--- config.mk ---
export PLATFORM = sky130hd
export DESIGN_NAME = lru_frame_replacer_with_pins
export DESIGN_NICKNAME = d
export VERILOG_FILES = /design/src/hw/rtl/lfr_pkg.sv /design/src/hw/rtl/lfr_cell.sv /design/src/hw/rtl/lru_frame_replacer_with_pins.sv
export VERILOG_INCLUDE_DIRS = /design/src /design/src/hw/rtl
export SDC_FILE = /design/constraint.sdc
export NUM_CORES = 2
export LEC_CHECK = 0
export BUFFER_PORTS_ARGS = -buffer_cell sky130_fd_sc_hd__buf_2
export CAP_MARGIN = 0
export CORE_ASPECT_RATIO = 1.25
export CORE_MARGIN = 10
export CORE_UTILIZATION = 56
export DETAILED_ROUTE_END_ITERATION = 6
export PLACE_DENSITY = 0.8
export SLEW_MARGIN = 20
export SYNTH_ARGS = -nofsm -noshare
export SYNTH_HDL_FRONTEND = slang
export SYNTH_SLANG_ARGS = --single-unit
--- constraint.sdc ---
create_clock -name clk -period 8.7 [get_ports clk]
set_clock_uncertainty 0.2 [all_clocks]
set_input_delay 0.87 -clock clk [delete_from_list [all_inputs] [get_ports clk]]
set_output_delay 0.87 -clock clk [all_outputs]
set_load 0.05 [all_outputs]
--- src/hw/rtl/lru_frame_replacer_with_pins_assert.svh ---
// Assertion macros for the LRU frame replacer.
// Expects signals named clk and arst_n in the module that uses them.
`ifndef LRU_FRAME_REPLACER_WITH_PINS_ASSERT_SVH
`define LRU_FRAME_REPLACER_WITH_PINS_ASSERT_SVH
`ifndef NO_ASSERTIONS
`define LFR_ASSERT_IMP(lbl, ante, cons, msg) \
	lbl: assert property (@(posedge clk) disable iff (!arst_n) (ante) |-> (cons)) \
		else $error(msg);
`define LFR_ASSERT_NXT(lbl, ante, cons, msg) \
	lbl: assert property (@(posedge clk) disable iff (!arst_n) (ante) |=> (cons)) \
		else $error(msg);
`else
`define LFR_ASSERT_IMP(lbl, ante, cons, msg)
`define LFR_ASSERT_NXT(lbl, ante, cons, msg)
`endif
`endif

--- src/hw/rtl/lfr_pkg.sv ---
// Shared constants and types of the LRU frame replacer.
// No dependencies; used by lfr_cell and the top level.
package lfr_pkg;
	localparam int NUM_FRAMES_DEF   = 16;
	localparam int PAGE_ID_BITS_DEF = 32;

	localparam int PORT_PAGE_W = 32;
	localparam int FRAME_W     = 4;
	localparam int STATUS_W    = 2;
	localparam int CMD_W       = 2;
	localparam int POOL_W      = 5;
	localparam int IN_DATA_W   = 40;
	localparam int OUT_DATA_W  = 40;

	localparam logic [POOL_W-1:0] POOL_RESET = 5'd16;

	localparam logic [CMD_W-1:0] CMD_ALLOC = 2'd0;
	localparam logic [CMD_W-1:0] CMD_TOUCH = 2'd1;
	localparam logic [CMD_W-1:0] CMD_PIN   = 2'd2;
	localparam logic [CMD_W-1:0] CMD_UNPIN = 2'd3;

	localparam logic [STATUS_W-1:0] STAT_OK           = 2'd0;
	localparam logic [STATUS_W-1:0] STAT_ALL_PINNED   = 2'd1;
	localparam logic [STATUS_W-1:0] STAT_NOT_RESIDENT = 2'd2;

	// update broadcast to every cell at the end of an item
	typedef enum logic [1:0] {
		UPD_NONE  = 2'd0,
		UPD_FRESH = 2'd1,
		UPD_FRONT = 2'd2,
		UPD_PIN   = 2'd3
	} upd_op_t;
endpackage

--- src/hw/rtl/lfr_cell.sv ---
// One frame cell: page, valid, pin mark and recency rank of a single frame.
// Passes the lookup/victim search record to the next cell each cycle. Uses lfr_pkg.
module lfr_cell #(
	parameter int NUM_FRAMES   = lfr_pkg::NUM_FRAMES_DEF,
	parameter int PAGE_ID_BITS = lfr_pkg::PAGE_ID_BITS_DEF,
	localparam int IDX_W = (NUM_FRAMES > 1) ? $clog2(NUM_FRAMES) : 1,
	localparam int REC_W = 2 + 4 * IDX_W + PAGE_ID_BITS,
	localparam int UPD_W = 4 + 2 * IDX_W + PAGE_ID_BITS
) (
	input  logic                    clk,
	input  logic                    arst_n,
	input  logic [IDX_W-1:0]        cell_idx,
	input  logic [PAGE_ID_BITS-1:0] key,
	input  logic [REC_W-1:0]        rec_in,
	output logic [REC_W-1:0]        rec_out,
	input  logic [UPD_W-1:0]        upd_in
);
	typedef struct packed {
		logic                    hit;
		logic [IDX_W-1:0]        hit_idx;
		logic [IDX_W-1:0]        hit_rank;
		logic                    vic;
		logic [IDX_W-1:0]        vic_idx;
		logic [IDX_W-1:0]        vic_rank;
		logic [PAGE_ID_BITS-1:0] vic_page;
	} rec_t;

	typedef struct packed {
		lfr_pkg::upd_op_t        op;
		logic [IDX_W-1:0]        idx;
		logic [IDX_W-1:0]        rank;
		logic                    wr;
		logic                    pin;
		logic [PAGE_ID_BITS-1:0] page;
	} upd_t;

	rec_t ri;
	rec_t rnext;
	rec_t rec_q;
	upd_t u;
	logic self;

	logic                    valid_q;
	logic                    pinned_q;
	logic [IDX_W-1:0]        rank_q;
	logic [PAGE_ID_BITS-1:0] page_q;

	assign ri      = rec_in;
	assign u       = upd_in;
	assign rec_out = rec_q;
	assign self    = (u.idx == cell_idx);

	always_comb begin
		rnext = ri;
		// first matching cell wins
		if (valid_q && (page_q == key) && !ri.hit) begin
			rnext.hit      = 1'b1;
			rnext.hit_idx  = cell_idx;
			rnext.hit_rank = rank_q;
		end
		// oldest unpinned frame so far
		if (valid_q && !pinned_q && (!ri.vic || (rank_q > ri.vic_rank))) begin
			rnext.vic      = 1'b1;
			rnext.vic_idx  = cell_idx;
			rnext.vic_rank = rank_q;
			rnext.vic_page = page_q;
		end
	end

	always_ff @(posedge clk or negedge arst_n) begin
		if (!arst_n) begin
			rec_q <= '0;
		end else begin
			rec_q <= rnext;
		end
	end

	always_ff @(posedge clk or negedge arst_n) begin
		if (!arst_n) begin
			valid_q  <= 1'b0;
			pinned_q <= 1'b0;
			rank_q   <= '0;
		end else begin
			case (u.op)
				lfr_pkg::UPD_FRESH: begin
					if (self) begin
						valid_q  <= 1'b1;
						pinned_q <= u.pin;
						rank_q   <= '0;
					end else if (valid_q) begin
						rank_q <= rank_q + 1'b1;
					end
				end
				lfr_pkg::UPD_FRONT: begin
					if (self) begin
						rank_q <= '0;
						if (u.wr) begin
							pinned_q <= u.pin;
						end
					end else if (valid_q && (rank_q < u.rank)) begin
						rank_q <= rank_q + 1'b1;
					end
				end
				lfr_pkg::UPD_PIN: begin
					if (self) begin
						pinned_q <= u.pin;
					end
				end
				default: begin
				end
			endcase
		end
	end

	always_ff @(posedge clk) begin
		if (self && ((u.op == lfr_pkg::UPD_FRESH) || ((u.op == lfr_pkg::UPD_FRONT) && u.wr))) begin
			page_q <= u.page;
		end
	end
endmodule

--- src/hw/rtl/lru_frame_replacer_with_pins.sv ---
// Top level of the LRU frame replacer with pinned frames.
// Uses lfr_pkg, lfr_cell and lru_frame_replacer_with_pins_assert.svh.

// Buffer-pool frame replacer. Each command (allocate, touch, pin, unpin) runs to
// completion before the next input transfer is accepted: a search record walks
// the row of frame cells one cell per cycle, finding the resident page and the
// least recently used unpinned frame, then the apply step applies the update to
// all cells and loads the result register. A result that has not been taken
// stalls only the update step. Reset clears all frames; the pool size resets to
// 16; the user must write it through the cfg channel only while the block is
// idle, as the block itself does not enforce this.
`include "lru_frame_replacer_with_pins_assert.svh"
module lru_frame_replacer_with_pins #(
	parameter int NUM_FRAMES   = lfr_pkg::NUM_FRAMES_DEF,
	parameter int PAGE_ID_BITS = lfr_pkg::PAGE_ID_BITS_DEF
) (
	input  logic                             clk,
	input  logic                             arst_n,
	input  logic                             s_tvalid,
	output logic                             s_tready,
	input  logic [lfr_pkg::IN_DATA_W-1:0]    s_tdata,  // page_id[31:0], pin_on_load[32], zero pad
	input  logic [lfr_pkg::CMD_W-1:0]        s_tuser,  // command[1:0]
	output logic                             m_tvalid,
	input  logic                             m_tready,
	output logic [lfr_pkg::OUT_DATA_W-1:0]   m_tdata,  // frame[3:0], evicted[4], evicted_page[36:5], pad
	output logic [lfr_pkg::STATUS_W-1:0]     m_tuser,  // status[1:0]
	input  logic                             cfg_valid,
	output logic                             cfg_ready,
	input  logic [lfr_pkg::POOL_W-1:0]       cfg_data
);
	localparam int IDX_W   = (NUM_FRAMES > 1) ? $clog2(NUM_FRAMES) : 1;
	localparam int CNT_W   = $clog2(NUM_FRAMES + 1);
	localparam int POOL_W  = lfr_pkg::POOL_W;
	localparam int LIM_W   = (CNT_W > POOL_W) ? CNT_W : POOL_W;
	localparam int PORT_PW = lfr_pkg::PORT_PAGE_W;
	localparam int WIDE    = (PAGE_ID_BITS > PORT_PW) ? PAGE_ID_BITS : PORT_PW;
	localparam int FRAME_W = lfr_pkg::FRAME_W;
	localparam int REC_W   = 2 + 4 * IDX_W + PAGE_ID_BITS;
	localparam int UPD_W   = 4 + 2 * IDX_W + PAGE_ID_BITS;
	localparam int PAD_IN  = lfr_pkg::OUT_DATA_W - FRAME_W - 1 - PORT_PW;

	typedef struct packed {
		logic                    hit;
		logic [IDX_W-1:0]        hit_idx;
		logic [IDX_W-1:0]        hit_rank;
		logic                    vic;
		logic [IDX_W-1:0]        vic_idx;
		logic [IDX_W-1:0]        vic_rank;
		logic [PAGE_ID_BITS-1:0] vic_page;
	} rec_t;

	typedef struct packed {
		lfr_pkg::upd_op_t        op;
		logic [IDX_W-1:0]        idx;
		logic [IDX_W-1:0]        rank;
		logic                    wr;
		logic                    pin;
		logic [PAGE_ID_BITS-1:0] page;
	} upd_t;

	typedef enum logic [2:0] {
		S_IDLE  = 3'b001,
		S_SWEEP = 3'b010,
		S_APPLY = 3'b100
	} fsm_t;

	fsm_t                          state_q;
	logic [IDX_W-1:0]              cnt_q;
	logic [lfr_pkg::CMD_W-1:0]     cmd_q;
	logic [PAGE_ID_BITS-1:0]       key_q;
	logic                          pin_q;
	logic [POOL_W-1:0]             pool_q;
	logic [CNT_W-1:0]              used_q;
	logic                          m_tvalid_q;
	logic [FRAME_W-1:0]            frame_q;
	logic [lfr_pkg::STATUS_W-1:0]  status_q;
	logic                          ev_q;
	logic [PORT_PW-1:0]            evpage_q;

	logic [REC_W-1:0] link [NUM_FRAMES+1];
	rec_t             fin;
	upd_t             upd;

	logic [WIDE-1:0]              key_wide;
	logic [WIDE-1:0]              ev_wide;
	logic [LIM_W-1:0]             pool_ext;
	logic [LIM_W-1:0]             nmax;
	logic [LIM_W-1:0]             limit;
	logic                         fresh;
	logic                         out_free;
	logic                         apply_go;
	logic [IDX_W-1:0]             nfr;
	logic [lfr_pkg::STATUS_W-1:0] nstat;
	logic                         nev;
	logic [PAGE_ID_BITS-1:0]      nevp;

	assign s_tready  = (state_q == S_IDLE);
	assign cfg_ready = 1'b1;
	assign m_tvalid  = m_tvalid_q;
	assign m_tdata   = {{PAD_IN{1'b0}}, evpage_q, ev_q, frame_q};
	assign m_tuser   = status_q;

	assign out_free = !m_tvalid_q || m_tready;
	assign apply_go = (state_q == S_APPLY) && out_free;
	assign key_wide = WIDE'(s_tdata[PORT_PW-1:0]);
	assign ev_wide  = WIDE'(nevp);

	// pool size 0 acts as 1, above NUM_FRAMES as NUM_FRAMES
	assign pool_ext = LIM_W'(pool_q);
	assign nmax     = LIM_W'(NUM_FRAMES);
	assign limit    = (pool_q == '0) ? LIM_W'(1) : ((pool_ext > nmax) ? nmax : pool_ext);
	assign fresh    = (LIM_W'(used_q) < limit);

	// search record enters the row empty
	assign link[0] = '0;
	assign fin     = link[NUM_FRAMES];

	for (genvar g = 0; g < NUM_FRAMES; g++) begin : g_cell
		lfr_cell #(
			.NUM_FRAMES  (NUM_FRAMES),
			.PAGE_ID_BITS(PAGE_ID_BITS)
		) u_cell (
			.clk     (clk),
			.arst_n  (arst_n),
			.cell_idx(IDX_W'(g)),
			.key     (key_q),
			.rec_in  (link[g]),
			.rec_out (link[g+1]),
			.upd_in  (upd)
		);
	end

	always_comb begin
		upd.op   = lfr_pkg::UPD_NONE;
		upd.idx  = '0;
		upd.rank = '0;
		upd.wr   = 1'b0;
		upd.pin  = 1'b0;
		upd.page = key_q;
		nfr      = '0;
		nstat    = lfr_pkg::STAT_OK;
		nev      = 1'b0;
		nevp     = '0;
		if (!fin.hit) begin
			if (cmd_q == lfr_pkg::CMD_ALLOC) begin
				if (fresh) begin
					upd.op  = lfr_pkg::UPD_FRESH;
					upd.idx = used_q[IDX_W-1:0];
					upd.pin = pin_q;
					nfr     = used_q[IDX_W-1:0];
				end else if (fin.vic) begin
					upd.op   = lfr_pkg::UPD_FRONT;
					upd.idx  = fin.vic_idx;
					upd.rank = fin.vic_rank;
					upd.wr   = 1'b1;
					upd.pin  = pin_q;
					nfr      = fin.vic_idx;
					nev      = 1'b1;
					nevp     = fin.vic_page;
				end else begin
					nstat = lfr_pkg::STAT_ALL_PINNED;
				end
			end else begin
				nstat = lfr_pkg::STAT_NOT_RESIDENT;
			end
		end else begin
			nfr     = fin.hit_idx;
			upd.idx = fin.hit_idx;
			case (cmd_q)
				lfr_pkg::CMD_ALLOC, lfr_pkg::CMD_TOUCH: begin
					upd.op   = lfr_pkg::UPD_FRONT;
					upd.rank = fin.hit_rank;
				end
				lfr_pkg::CMD_PIN: begin
					upd.op  = lfr_pkg::UPD_PIN;
					upd.pin = 1'b1;
				end
				lfr_pkg::CMD_UNPIN: begin
					upd.op  = lfr_pkg::UPD_PIN;
					upd.pin = 1'b0;
				end
				default: begin
				end
			endcase
		end
		// hold the cells until the result can be stored
		if (!apply_go) begin
			upd.op = lfr_pkg::UPD_NONE;
		end
	end

	always_ff @(posedge clk or negedge arst_n) begin
		if (!arst_n) begin
			state_q <= S_IDLE;
			cnt_q   <= '0;
		end else begin
			case (state_q)
				S_IDLE: begin
					if (s_tvalid) begin
						cnt_q   <= '0;
						state_q <= S_SWEEP;
					end
				end
				S_SWEEP: begin
					if (cnt_q == IDX_W'(NUM_FRAMES - 1)) begin
						state_q <= S_APPLY;
					end else begin
						cnt_q <= cnt_q + 1'b1;
					end
				end
				S_APPLY: begin
					if (out_free) begin
						state_q <= S_IDLE;
					end
				end
				default: begin
					state_q <= S_IDLE;
				end
			endcase
		end
	end

	always_ff @(posedge clk) begin
		if (s_tvalid && s_tready) begin
			cmd_q <= s_tuser;
			key_q <= key_wide[PAGE_ID_BITS-1:0];
			pin_q <= s_tdata[PORT_PW];
		end
	end

	always_ff @(posedge clk or negedge arst_n) begin
		if (!arst_n) begin
			pool_q     <= lfr_pkg::POOL_RESET;
			used_q     <= '0;
			m_tvalid_q <= 1'b0;
		end else begin
			if (cfg_valid && cfg_ready) begin
				pool_q <= cfg_data;
			end
			if (upd.op == lfr_pkg::UPD_FRESH) begin
				used_q <= used_q + 1'b1;
			end
			if (apply_go) begin
				m_tvalid_q <= 1'b1;
			end else if (m_tready) begin
				m_tvalid_q <= 1'b0;
			end
		end
	end

	always_ff @(posedge clk) begin
		if (apply_go) begin
			frame_q  <= FRAME_W'(nfr);
			status_q <= nstat;
			ev_q     <= nev;
			evpage_q <= ev_wide[PORT_PW-1:0];
		end
	end

	`LFR_ASSERT_NXT(a_apply_loads_result, apply_go, m_tvalid_q && (state_q == S_IDLE), "apply step did not deliver a result")
	`LFR_ASSERT_IMP(a_used_bound, 1'b1, used_q <= CNT_W'(NUM_FRAMES), "frames in use exceed the frame count")
	`LFR_ASSERT_IMP(a_error_clean, m_tvalid_q && (status_q != lfr_pkg::STAT_OK), (frame_q == '0) && !ev_q, "error result carries frame or eviction")
	`LFR_ASSERT_IMP(a_update_only_in_apply, state_q != S_APPLY, upd.op == lfr_pkg::UPD_NONE, "cells updated outside the apply step")
endmodule
; ---- Yosys cells after proc, flatten, opt, wreduce, memory -nomap -nowiden
; Index checks and enable logic that the tools add are counted.
[op_classes]
n_addsub = 18
magnitude_cmp = 33
n_eq_ne = 110
mux = 192
bitwise = 2
n_reduce_logical = 223
[ops]
columns = operator, n
row1 = $mux 41, 16
row2 = $eq 32x32->1, 16
row3 = $mux 4, 71
row4 = $mux 9, 16
row5 = $pmux 4 s2, 17
row6 = $logic_and 1x1->1, 97
row7 = $ne 3x1->1 const B, 32
row8 = $add 4x1->4 const B, 17
row9 = $ne 2x1->1 const B, 33
row10 = $lt 4x4->1, 16
row11 = $reduce_and 4->1, 16
row12 = $gt 4x4->1, 15
row13 = $reduce_and 3->1, 18
row14 = $logic_not 1->1, 47
row15 = $mux 1, 42
row16 = $eq 4x4->1 const B, 9
row17 = $pmux 1 s2, 16
row18 = $reduce_and 2->1, 16
row19 = $mux 12, 2
row20 = $logic_or 1x1->1, 17
row21 = $eq 4x3->1 const B, 4
row22 = $mux 5, 3
row23 = $mux 10, 1
row24 = $mux 3, 3
row25 = other kinds (23), 38
[word_totals]
reg_bits = 1500
input_bits = 52
out_inout_bits = 45

; ---- Longest topological paths before layout
[depth]
word_depth = 12
mapped_depth = 18
depth_no_buf = 16

; ---- Hierarchy
; Synthesis repeated with hierarchy kept, for this count alone.
[hier_totals]
hier_cells = 4178
hier_area_um2 = 64151.5
[by_module_without_submodules]
columns = module, instances, cells_each, area_each_um2, seq_area_each_um2
row1 = lfr_cell at g_cell[1].u_cell ..., 9, 244, 3796.1, 2362.3
row2 = lfr_cell at g_cell[0].u_cell ..., 6, 248, 3744.8, 2362.3
row3 = lfr_cell at g_cell[12].u_cell, 1, 252, 3854.9, 2362.3
row4 = lru_frame_replacer_with_pins, 1, 242, 3662.3, 2675.1

; ---- Worst setup path before layout
; OpenSTA, ideal clock, no wires.
[synth_timing]
path_kind = input to register
startpoint = in m_tready
endpoint = reg g_cell[0].u_cell.page_q[0], enable pin
arrival_ns = 5.475
required_ns = 8.079
path_slack_ns = 2.604
cell_stages = 9
n_path_buf = 2
path_cell_list = nor2b_1 nor2_1 o21ai_0 inv_1 ha_1 clkbuf_1 a21oi_1 clkbuf_1 nor2_1
[synth_between]
elab_chain_cells = 7
[synth_lines]
columns = element, line
row1 = "start, declared", lru_frame_replacer_with_pins.sv:24  ; input logic m_tready,
row2 = $logic_or 1x1->1 *, lru_frame_replacer_with_pins.sv:103  ; assign out_free = !m_tvalid_q || m_tready;
row3 = $logic_and 1x1->1 *, lru_frame_replacer_with_pins.sv:104  ; assign apply_go = (state_q == S_APPLY) && out_free;
row4 = via apply_go, lru_frame_replacer_with_pins.sv:91  ; logic apply_go;
row5 = $mux 2 *, lru_frame_replacer_with_pins.sv:187  ; if (!apply_go) begin
row6 = $eq 2x2->1, lfr_cell.sv:116  ; if (self && ((u.op == lfr_pkg::UPD_FRESH) || ((u.op == lfr_pkg::UPD_FRONT) && u.wr))) begin
row7 = $logic_and 1x1->1, lfr_cell.sv:116
row8 = $logic_or 1x1->1 *, lfr_cell.sv:116
row9 = $logic_and 1x1->1 *, lfr_cell.sv:116
row10 = "end signal, assigned", lfr_cell.sv:117  ; page_q <= u.page;
row11 = "end, declared", lfr_cell.sv:46  ; logic [PAGE_ID_BITS-1:0] page_q;
; The timed path passes the listed nets; every way through them passes the cells marked *.
; A chain may end at the register's enable or synchronous reset.

; ---- Final worst setup path
[layout_timing]
startpoint = reg pool_q[4], in the netlist pool_ext[4]
endpoint = reg g_cell[4].u_cell.rank_q[3]
[layout_between]
elab_chain_cells = 11
[layout_lines]
columns = element, line
row1 = "start, declared", lru_frame_replacer_with_pins.sv:72  ; logic [POOL_W-1:0] pool_q;
row2 = "start signal, assigned", lru_frame_replacer_with_pins.sv:233  ; pool_q <= lfr_pkg::POOL_RESET;
row3 = "start signal, assigned", lru_frame_replacer_with_pins.sv:238  ; pool_q <= cfg_data;
row4 = $gt 5x5->1, lru_frame_replacer_with_pins.sv:111  ; assign limit = (pool_q == '0) ? LIM_W'(1) : ((pool_ext > nmax) ? nmax : pool_ext);
row5 = $mux 5, lru_frame_replacer_with_pins.sv:111
row6 = $mux 5 *, lru_frame_replacer_with_pins.sv:111
row7 = $lt 5x5->1 *, lru_frame_replacer_with_pins.sv:112  ; assign fresh = (LIM_W'(used_q) < limit);
row8 = $mux 5 / $mux 6 (equally long branches), lru_frame_replacer_with_pins.sv:146  ; if (fresh) begin
row9 = $mux 12 *, lru_frame_replacer_with_pins.sv:145  ; if (cmd_q == lfr_pkg::CMD_ALLOC) begin
row10 = $mux 10 *, lru_frame_replacer_with_pins.sv:144  ; if (!fin.hit) begin
row11 = $lt 4x4->1 / $mux 2 (equally long branches), "lfr_cell.sv:100, lru_frame_replacer_with_pins.sv:187"
row12 = "$logic_and 1x1->1, or another cell as far along", lfr_cell.sv:100  ; end else if (valid_q && (rank_q < u.rank)) begin
row13 = $ne 3x1->1 (no line) / $reduce_bool 2->1 (equally long branches), --
row14 = $reduce_and 3->1 (no line), --
row15 = "end signal, assigned", lfr_cell.sv:91  ; rank_q <= rank_q + 1'b1;
row16 = "end signal, assigned", lfr_cell.sv:101  ; rank_q <= rank_q + 1'b1;
row17 = "end, declared", lfr_cell.sv:45  ; logic [IDX_W-1:0] rank_q;
; Every way passes the cells marked *; elsewhere a longest branch is shown, timed or not.

==> results.md <==
* Per-cell routed wire length at 25.6 microns
* Comb power frac at 15.0%
* Clock-pin transition on the worst setup and hold timing paths at 0.06 ns
* CP Class: reg2reg
* Top FF cell, synth: dfrtp_1
* Final GP Congestion at 0.853
* Final worst-path cycle share at 56.4%
* Fill cells at 7575
* Vias at 34500
* Clk pwr share at 35.7%
* Register area share after synthesis at 65.1%
* Synth Register Bits at 1470
* Multi-input gate area at 20000 sq um
* Post_cts resized at 0
* Syn Std Cell Area at 61000 sq um
* Seq pwr share at 49.2%
* Max-cap violations at 0
* Gate Count Post-Synth at 4140
* Worst Path Required at 9.17 ns
* Syn avg cell area at 14.7 sq um
* Slew @ Worst Pin at 1.10 ns
* Fmax at 0.204 GHz
* Top cells by count, synth: dfrtp_1 (882), edfxtp_1 (586), mux2_2 (535)
* CP endpoint kind: flop
* CTS tree: done
* Total Routing Usage GR at 24.4%
* Final setup fails at 0
* Initial Utilization at 56.4%
* Run status: finished, final reports clean
* Final Max Slew Viols at 0
* FFs w/ async S/R, synth at 60.1%
* Vias per cell at 5.93
* I/O Pins at 97
* Final wirelength at 149000 microns
* Core footprint at 108000 sq um
* RSZ-0062 raised after global routing: false
* Switching portion of total power at 26.7%
* Hold crit path type: in2reg
* Net Sw Power at 4.68 mW
* Final setup TNS at 0 ns
* Vias in the first global route at 36100
* Final #Nets at 4434
* Worst-path maximum fanout at 57
* CTS root buffer: clkbuf_16
* Critical Path Source: pool_ext[4]$_DFFE_PN1P_
* Post-DP Area at 63100 sq um
* Post-route minimum period at 4.90 ns
* CTS Buf Count at 144
* First-pass GRT wire length at 224000 microns
* DIE WIDTH at 315 microns
* Hpwl dp at 97600 microns
* Yosys cell types at 77
* TritonCTS Sinks at 1470
* ANT nets after route at 0
* Register area at 39700 sq um
* Crit path DAT at 5.38 ns
* Post-route cell area at 67900 sq um
* Critical path startpoint category: flop
* Reg-to-Reg Start: pool_ext[4]$_DFFE_PN1P_
* Count leader, synth: dfrtp_1
* H-tree Lvls at 4
* Min-Delay Startpoint: s_tdata[31]
* Die area at 123000 sq um
* Worst VDD drop at 0.281 mV
* Synth area leaders: dfrtp_1 (36%), edfxtp_1 (29%), mux2_2 (9.9%), xnor2_1 (5.0%), xor2_1 (2.4%)
* Layout area overhead at 11.3%
* Initial antenna violation count at 5
* Post-synth EDFFs at 586
* Top cell type's share of synthesized area at 36.2%
* Ys Warns at 0
* Drt first pass iters at 6
* Skew-Pair Late Insertion Delay at 0.76 ns
* Initial drt markers at 2785
* PwrDens at 258 nW/um^2
* Share of cells above drive strength 1 at 24.6%
* Cell row count at 135
* Leakage at 28.7 nW
* Post-synth top area cell: dfrtp_1
* Largest net degree at the start of global routing at 169
* Clk buf depth at 3
* Die Ht at 389 microns
* # DRC at 0
* Internal cell power at 12.8 mW
* Grt ovf at 0
* Relative slew slack at 26.7%
* Hold Violations, Final at 0
* Port bufs at 85
* R2R Setup Slk at 3.80 ns
-- kinds of logic (layout without fill, tap and decap cells) --
family                     Yosys count  count (layout)  share of synthesized area, %
and+or+nand+nor                    823             823                          8.08
other                                2               5                        0.0123
AOI/OAI and AO/OA                  336             336                          3.67
adders and majority gates          116             116                          2.38
muxes                              583             583                          10.8
DFF                               1470            1470                          65.1
xor gates and xnor gates           515             515                          7.39
buffers and inverters              295             537                          2.58
-- worst max-delay path, cell delays in order, from the launching register on --
cell      delay, ns
dfstp_2        0.53
inv_1          0.08
nand2_1        0.08
ha_1           0.23
a211oi_1       0.25
nor2_1         0.07
a211o_2        0.26
buf_4          0.34
and3_1         0.29
o21ai_0        0.37
inv_1          0.09
ha_1           0.20
buf_4          0.26
nor2_2         0.25
buf_4          0.36
a21o_1         0.12
o21ai_1        0.15
or4b_1         0.53
nand3_1        0.10
-- cell type report --
class	count	share of cell area, %
tap	1438	2.65
clock inverter	62	0.982
sequential	1470	58.5
inverter	83	0.473
timing repair buffer	190	1.88
multi-input combinational	2377	29.4
antenna	1	0.00368
clock buffer	202	6.09
-- metrics by stage --
step	util, %	std cells	setup WS (ns)	hold WS, ns	power, mW
after floorplan	-	4142	2.60	0.208	10.2
after global placement	58.3	5557	3.93	0.216	11.3
after detailed placement	58.3	5557	3.89	0.216	11.4
after CTS	62.7	5822	3.84	0.0389	17.6
after global routing	62.7	5822	3.48	0.0613	18.1
final	62.7	5823	3.80	0.0835	17.5
-- registers in the layout (all words and copies together) (netlist names), 3 cells and up --
signal	flops
cnt_q	4
g_cell.u_cell.rec_out	770
key_q	32
evpage_q	32
g_cell.u_cell.rank_q	64
g_cell.u_cell.pinned_q	16
state_q	3
g_cell.u_cell.page_q	512
used_q	5
pool_ext	5
g_cell.u_cell.valid_q	16
frame_q	4
-- cells in the final DEF (no fill, tap or decap), types with 24 or more instances in the layout --
master,synthesis,final
a21o_1,40,40
a21oi_1,54,38
and2_1,52,50
and3_1,33,33
buf_2,47,84
buf_4,14,100
clkbuf_1,111,32
clkbuf_16,0,149
dfrtp_1,882,882
edfxtp_1,586,586
ha_1,116,115
inv_1,79,79
mux2_1,37,37
mux2_2,535,535
nand2_1,140,140
nand2b_1,84,84
nand3_1,64,64
nand4_1,100,100
nor2_1,91,73
nor2b_1,44,43
nor3_1,27,27
nor4_1,57,55
o211ai_1,48,48
o21ai_0,95,95
or2_2,34,34
or4b_1,24,24
xnor2_1,345,345
xor2_1,170,170
-- routing by layer --
metal  vias up  GRT usage [%]  wire length, microns
li1      15000              -                     -
met1     17900           30.2                 57100
met2      1280           41.9                 77000
met3       338           3.67                  8380
met4         0           11.0                  6610
met5         -              0                     0
-- worst paths after layout --
| kind | end | depth (start not counted) |
|---|---|---|
| worst max-delay path | g_cell[4].u_cell.rank_q[3]$_DFFE_PN0P_ | 18 |
| worst min-delay path | key_q[31]$_DFFE_PP_ | 1 |
| worst max register to register | g_cell[4].u_cell.rank_q[3]$_DFFE_PN0P_ | 18 |
| worst min register to register | g_cell[5].u_cell.rec_out[45]$_DFF_PN0_ | 1 |
| max in group asynchronous | g_cell[8].u_cell.rec_out[33]$_DFF_PN0_ | 4 |
| min in group asynchronous | used_q[2]$_DFFE_PN0N_ | 2 |
-- power by group through the flow --
| stage | clock network, mW | logic (mW) | registers, mW |
|---|---|---|---|
| final | 6.26 | 2.63 | 8.63 |
| after detailed placement | 0 | 2.59 | 8.76 |
| after global placement | 0 | 2.53 | 8.74 |
| after CTS | 6.33 | 2.63 | 8.64 |
| after floorplan | 0 | 1.66 | 8.59 |
| after global routing | 6.62 | 2.79 | 8.70 |
-- repair_timing --
| item | CTS | global route |
|---|---|---|
| hold buffers | 1 | 0 |
| setup buffers | 0 | 0 |
| hold endpoints to repair | 59 | 0 |
No activity file was read; power rests on OpenSTA's default activity.
